[config.mk]
export PLATFORM = sky130hd
export DESIGN_NAME = double_ended_queue
export DESIGN_NICKNAME = d
export VERILOG_FILES = /design/src/sv/deq_pkg.sv /design/src/sv/double_ended_queue.sv
export SDC_FILE = /design/constraint.sdc
export NUM_CORES = 1
export LEC_CHECK = 0
export ABC_AREA = 1
export BUFFER_PORTS_ARGS = -buffer_cell sky130_fd_sc_hd__buf_2
export CAP_MARGIN = 0
export CORE_ASPECT_RATIO = 0.75
export CORE_MARGIN = 2
export CORE_UTILIZATION = 60
export CTS_CLUSTER_DIAMETER = 50
export DETAILED_ROUTE_END_ITERATION = 8
export PLACE_DENSITY = 0.78
export SETUP_SLACK_MARGIN = 0.02
export SYNTH_ARGS = -nofsm -noshare
export SYNTH_HDL_FRONTEND = slang
export SYNTH_SLANG_ARGS = --single-unit
[constraint.sdc]
create_clock -name clock -period 10.9 [get_ports clock]
set_input_delay 0.545 -clock clock [delete_from_list [all_inputs] [get_ports clock]]
set_output_delay 0.545 -clock clock [all_outputs]
set_load 0.05 [all_outputs]
[src/sv/deq_pkg.sv]
// ----------------------------------------------------------------------------
// deq_pkg
// types and codes shared by the double-ended queue and its checker
// ----------------------------------------------------------------------------
package deq_pkg;

   localparam int DEQ_DEPTH = 16;
   localparam int DATA_W    = 32;
   localparam int IDX_W     = $clog2(DEQ_DEPTH);
   localparam int CNT_W     = $clog2(DEQ_DEPTH + 1);

   // request codes
   localparam logic [2:0] REQ_PUSH_FRONT = 3'd0;
   localparam logic [2:0] REQ_PUSH_BACK  = 3'd1;
   localparam logic [2:0] REQ_POP_FRONT  = 3'd2;
   localparam logic [2:0] REQ_POP_BACK   = 3'd3;
   localparam logic [2:0] REQ_SEARCH     = 3'd4;

   // status codes
   localparam logic [1:0] ST_DONE  = 2'd0;
   localparam logic [1:0] ST_FULL  = 2'd1;
   localparam logic [1:0] ST_EMPTY = 2'd2;

   // front/back value reported for an empty queue
   localparam logic signed [DATA_W-1:0] EMPTY_MARK = '1;

   typedef struct packed {
      logic [2:0]               req_type;
      logic signed [DATA_W-1:0] value;
   } deq_req_type;

   typedef struct packed {
      logic [1:0]               status;
      logic                     found;
      logic [CNT_W-1:0]         length;
      logic signed [DATA_W-1:0] first_value;
      logic signed [DATA_W-1:0] last_value;
   } deq_rsp_type;

endpackage

[src/sv/double_ended_queue.sv]
// ----------------------------------------------------------------------------
// double_ended_queue
// a request taken in idle passes through update, an optional search walk,
// the fetch of the front and back entries, and the response strobe
// no new request is taken until the response is given; a search walks
// the store one entry a cycle through read port a
// reset: synchronous, clears state, head and count; the store itself is not cleared
// the response strobe lasts one cycle and cannot be held off
// ----------------------------------------------------------------------------
module double_ended_queue (
   input  logic                clock,
   input  logic                reset,
   input  logic                start,
   output logic                busy,
   input  deq_pkg::deq_req_type req_payload,
   output logic                rsp_valid,
   output deq_pkg::deq_rsp_type rsp_payload
);
   import deq_pkg::*;

   // sequencer states
   localparam logic [2:0] S_IDLE   = 3'd0;  // waiting for a request
   localparam logic [2:0] S_UPDATE = 3'd1;  // pointer update and store write
   localparam logic [2:0] S_SCAN   = 3'd2;  // search walk, one entry a cycle
   localparam logic [2:0] S_FETCH  = 3'd3;  // read front and back entries
   localparam logic [2:0] S_RESP   = 3'd4;  // response strobe

   // circular store, one write port and two registered read ports
   logic [DATA_W-1:0] mem [DEQ_DEPTH];

   logic [2:0]        state_ff, state_in;
   deq_req_type       req_ff;
   logic [IDX_W-1:0]  head_ff, head_in;
   logic [CNT_W-1:0]  count_ff, count_in;
   logic [IDX_W-1:0]  scan_ff, scan_in;
   logic [1:0]        status_ff, status_in;
   logic              found_ff, found_in;
   logic              cmp_valid_ff;
   logic [DATA_W-1:0] rd_a_ff, rd_b_ff;

   logic              wr_en;
   logic [IDX_W-1:0]  wr_addr;
   logic [IDX_W-1:0]  rd_a_addr, rd_b_addr;
   logic [CNT_W-1:0]  count_m1;
   logic              is_full, queue_empty, scan_last, accept;

   // index add modulo the store depth, both operands below the depth
   function automatic logic [IDX_W-1:0] wrap_add(input logic [IDX_W-1:0] pos,
                                                 input logic [IDX_W-1:0] step);
      logic [IDX_W:0] sum;
      sum = {1'b0, pos} + {1'b0, step};
      if (sum >= (IDX_W+1)'(DEQ_DEPTH)) begin
         sum = sum - (IDX_W+1)'(DEQ_DEPTH);
      end
      return sum[IDX_W-1:0];
   endfunction

   assign busy        = (state_ff != S_IDLE);
   assign accept      = start && !busy;
   assign is_full     = (count_ff == CNT_W'(DEQ_DEPTH));
   assign queue_empty = (count_ff == '0);
   assign count_m1    = count_ff - 1'b1;
   // last scan read is issued at offset count-1
   assign scan_last = ({1'b0, scan_ff} == count_m1);

   // read port a walks the queue during a search, else reads the front
   assign rd_a_addr = (state_ff == S_SCAN) ? wrap_add(head_ff, scan_ff) : head_ff;
   // read port b always points at the back entry
   assign rd_b_addr = wrap_add(head_ff, count_m1[IDX_W-1:0]);

   // sequencer and the update of head and count
   always_comb begin
      state_in  = state_ff;
      head_in   = head_ff;
      count_in  = count_ff;
      scan_in   = scan_ff;
      status_in = status_ff;
      wr_en     = 1'b0;
      wr_addr   = head_ff;
      // shared compare: registered read data against the search value
      found_in  = found_ff | (cmp_valid_ff && (rd_a_ff == req_ff.value));

      case (state_ff)
         S_IDLE: begin
            if (accept) begin
               state_in  = S_UPDATE;
               status_in = ST_DONE;
               found_in  = 1'b0;
            end
         end
         S_UPDATE: begin
            state_in = S_FETCH;
            case (req_ff.req_type)
               REQ_PUSH_FRONT: begin
                  if (is_full) begin
                     status_in = ST_FULL;
                  end else begin
                     // head steps back one place, new entry goes there
                     head_in  = wrap_add(head_ff, IDX_W'(DEQ_DEPTH - 1));
                     wr_en    = 1'b1;
                     wr_addr  = wrap_add(head_ff, IDX_W'(DEQ_DEPTH - 1));
                     count_in = count_ff + 1'b1;
                  end
               end
               REQ_PUSH_BACK: begin
                  if (is_full) begin
                     status_in = ST_FULL;
                  end else begin
                     // count is below the depth here, so it fits an index
                     wr_en    = 1'b1;
                     wr_addr  = wrap_add(head_ff, count_ff[IDX_W-1:0]);
                     count_in = count_ff + 1'b1;
                  end
               end
               REQ_POP_FRONT: begin
                  if (queue_empty) begin
                     status_in = ST_EMPTY;
                  end else begin
                     head_in  = wrap_add(head_ff, IDX_W'(1));
                     count_in = count_m1;
                  end
               end
               REQ_POP_BACK: begin
                  if (queue_empty) begin
                     status_in = ST_EMPTY;
                  end else begin
                     count_in = count_m1;
                  end
               end
               REQ_SEARCH: begin
                  if (queue_empty) begin
                     status_in = ST_EMPTY;
                  end else begin
                     scan_in  = '0;
                     state_in = S_SCAN;
                  end
               end
               default: begin
                  // unknown request codes leave the queue untouched
               end
            endcase
         end
         S_SCAN: begin
            // compare of the final entry lands during the fetch cycle
            if (scan_last) begin
               state_in = S_FETCH;
            end else begin
               scan_in = scan_ff + 1'b1;
            end
         end
         S_FETCH: begin
            state_in = S_RESP;
         end
         S_RESP: begin
            state_in = S_IDLE;
         end
         default: begin
            state_in = S_IDLE;
         end
      endcase
   end

   // control registers
   always_ff @(posedge clock) begin
      if (reset) begin
         state_ff     <= S_IDLE;
         head_ff      <= '0;
         count_ff     <= '0;
         cmp_valid_ff <= 1'b0;
      end else begin
         state_ff     <= state_in;
         head_ff      <= head_in;
         count_ff     <= count_in;
         // a read issued in a scan cycle is compared in the cycle after
         cmp_valid_ff <= (state_ff == S_SCAN);
      end
   end

   // payload registers, no reset needed
   always_ff @(posedge clock) begin
      if (accept) begin
         req_ff <= req_payload;
      end
      scan_ff   <= scan_in;
      status_ff <= status_in;
      found_ff  <= found_in;
   end

   // store: one write, two registered reads
   always_ff @(posedge clock) begin
      if (wr_en) begin
         mem[wr_addr] <= req_ff.value;
      end
      rd_a_ff <= mem[rd_a_addr];
      rd_b_ff <= mem[rd_b_addr];
   end

   // response, front and back read back during the fetch cycle
   assign rsp_valid               = (state_ff == S_RESP);
   assign rsp_payload.status      = status_ff;
   assign rsp_payload.found       = found_ff;
   assign rsp_payload.length      = count_ff;
   assign rsp_payload.first_value = queue_empty ? EMPTY_MARK : rd_a_ff;
   assign rsp_payload.last_value  = queue_empty ? EMPTY_MARK : rd_b_ff;

endmodule

==> impl_metrics.tcl <==
set metrics [dict create \
    status "finished clean" \
    cts_tree "built" \
    vias 25700 \
    syn_to_final_growth_pct 9.01 \
    rsz0062_at_grt "false" \
    avgSynthCellArea_um2 9.18 \
    clk-insertion-delay-late_ns 0.64 \
    crit_path_start_kind "register" \
    cts_root_buffer "clkbuf_16" \
    fmax_mhz 216 \
    fin_skew_ns 0.0253 \
    period_share_pct 42.5 \
    firstDrtPassIters 6 \
    drtIter0Drc 4830 \
    initial_core_util_pct 60.5 \
    yosysSeqAreaShare_pct 58.5 \
    cts_max_path_buffers 3 \
    cts-buffers-inserted 61 \
    post_cts_resized 0 \
    worst-setup-path-type "register to register" \
    finalWirelength_um 92700 \
    synth_nets 3440 \
    slew_headroom_pct 17.4 \
    arrival_ns 5.11 \
    place_ws_ns 6.43 \
    overflow 0 \
    die_h_um 201 \
    detail-route-antenna-nets 0 \
    syn_inst 3384 \
    p_leak_nw 13.2 \
    critical_path_required_ns 11.37 \
    drive_gt1_share_pct 8.15 \
    yosys.area.top_type_share_pct 53.5 \
    wl_per_cell_um 22.7 \
    first_global_vias 24700 \
    htreeDepth 2 \
    die_x_um 267 \
    synth_area_leader_cell "edfxtp_1" \
    crit_path_max_fanout 69 \
    final.min_clock_period_ns 4.64 \
    num-nets-final 3431 \
    power_density_mw_per_mm2 231 \
    path_clk_slew_ns 0.06 \
    yosysUniqueCellTypes 39 \
    hold_path.class "input port to register" \
    synth.area.top_cells "edfxtp_1, nand2_1, o21ai_0" \
    maxCapViolCount 0 \
    place_congestion 0.926 \
    vdd_ir_drop_max_v 0.000157 \
    antenna_found_initial 4 \
    cts.sinks 631 \
    grt_pass1_wl_um 140000 \
    setup_violations 0 \
    tns_ns 0 \
    cts_hold_buf 0 \
    port_buffers 111 \
    vias_per_cell 6.29 \
    synth-seq-cells 631 \
    ios 112 \
    syn-cell-area_mm2 0.0311 \
    die_area_mm2 0.0536 \
    hpwl_um 51300 \
    num_rows 72 \
    hold_viol_final 0 \
    grt_use_total_pct 34.3 \
    setup_slack_ns 6.26 \
    worst_pin_slew_ns 1.24 \
    crit_path_end_kind "register" \
    report.final.slew_viol_count 0 \
    postCtsSetupRepairBufs 0 \
    yosys_warnings 0 \
    grt_max_degree 257 \
    drc 0 \
    core-area_mm2 0.0513 \
]
==> routing by layer <==
| metal | part of all wire, % | GRT usage (%) |
|---|---|---|
| met1 | 38 | 49.0 |
| met2 | 44 | 51.2 |
| met3 | 14 | 7.80 |
| met4 | 3.7 | 13.7 |
| met5 | 0.018 | 0 |
==> kinds of logic after synthesis <==
kind of cell	after synthesis	synth area share (%)
fa+ha+maj	18	0.798
xor+xnor	33	0.955
simple gates	1170	16.0
compound gates	830	14.4
flops	631	58.5
buf+inv	702	9.33
==> path summary, 6_finish.rpt <==
| kind | start | to | slack, ns | cells past startpoint |
|---|---|---|---|---|
| worst max-delay path | count_ff[0]$_SDFFE_PP0P_ | rd_b_ff[13]$_DFF_P_ | 6.26 | 11 |
| worst min-delay path | req_payload[16] | req_ff[16]$_DFFE_PP_ | 0.08 | 1 |
| worst max register to register | count_ff[0]$_SDFFE_PP0P_ | rd_b_ff[13]$_DFF_P_ | 6.26 | 11 |
| worst min register to register | found_ff$_DFF_P_ | found_ff$_DFF_P_ | 0.46 | 2 |
==> stage by stage <==
stage               util (%)  instances  total power (W)  hold slack (ns)  cell area (um2)
floorplan                  -       3384          0.00487            0.430            31100
global placement        62.1       3978          0.00559            0.449            31900
detailed placement      62.1       3978          0.00566            0.449            31900
CTS                     65.9       4089          0.00775           0.0709            33800
global route            65.9       4089          0.00812           0.0695            33800
finish                  65.9       4090          0.00783           0.0753            33800
==> Yosys cell counts <==
cell	instances
a21o_1	1
clkbuf_2	2
inv_1	475
nor2_2	1
nand2_1	716
o21bai_1	1
a21boi_0	34
xnor2_1	20
nor2_4	2
nand3_2	1
nand4_1	9
nor3_1	3
buf_2	76
fa_1	3
dfxtp_1	78
nor2_1	55
o21ai_2	1
nand3_1	355
o211ai_1	72
inv_2	6
buf_6	15
o21ai_1	22
buf_4	13
a21oi_2	2
nand2_2	4
edfxtp_1	553
a21oi_1	304
xor2_1	12
clkbuf_1	101
or2_2	2
o22ai_1	1
ha_1	15
o21ai_0	386
a32oi_1	5
xnor2_2	1
nand3b_1	22
o221ai_1	1
inv_4	1
buf_1	13
==> layout by cell type, fill, tap and decap left out, types with 5 or more instances in the layout <==
| master | count |
|---|---|
| nor2_1 | 38 |
| clkbuf_16 | 61 |
| clkbuf_1 | 18 |
| buf_2 | 111 |
| a32oi_1 | 5 |
| bufinv_16 | 5 |
| a21oi_1 | 304 |
| clkbuf_8 | 8 |
| o211ai_1 | 72 |
| buf_4 | 36 |
| inv_2 | 5 |
| nand3_1 | 354 |
| ha_1 | 14 |
| inv_1 | 473 |
| dfxtp_1 | 78 |
| o21ai_0 | 386 |
| xnor2_1 | 19 |
| nand4_1 | 9 |
| o21ai_1 | 22 |
| clkinv_1 | 7 |
| a21boi_0 | 34 |
| xor2_1 | 12 |
| nand3b_1 | 22 |
| clkinv_2 | 6 |
| nor2_4 | 19 |
| nand2_1 | 715 |
| edfxtp_1 | 553 |
==> report_power, final <==
group,leakage (nW),total (W),internal (W),switching (W)
Sequential,5.65,0.00302,0.00285,0.000172
Clock,0.957,0.00212,0.00120,0.000918
Combinational,6.59,0.00269,0.000702,0.00199
==> flip-flops by register name, indices dropped and copies added, names as in the netlist <==
signal	flops
count_ff	5
cmp_valid_ff	1
state_ff	3
found_ff	1
head_ff	4
req_ff	35
rd_b_ff	32
status_ff	2
rd_a_ff	32
scan_ff	4
mem	512
==> cell type report <==
type | count | area (um2)
antenna | 1 | 2.50
fill | 3854 | 17500
inverter | 482 | 1830
timing repair buffer | 148 | 846
clock buffer | 87 | 1700
clock inverter | 24 | 262
sequential | 631 | 18200
multi-input combinational | 2051 | 10200
tap | 666 | 833
==> worst max-delay path, cell delays in order (launching register included) <==
cell and delay (ns):
dfxtp_1 0.48, inv_1 0.19, ha_1 0.39, inv_1 0.09, fa_4 1.00, inv_6 0.66
buf_4 0.86, a21oi_1 0.09, o21ai_0 0.13, a21boi_0 0.11, o21ai_0 0.21, o21ai_0 0.14
Note: power is estimated with default switching activity, not from simulation.
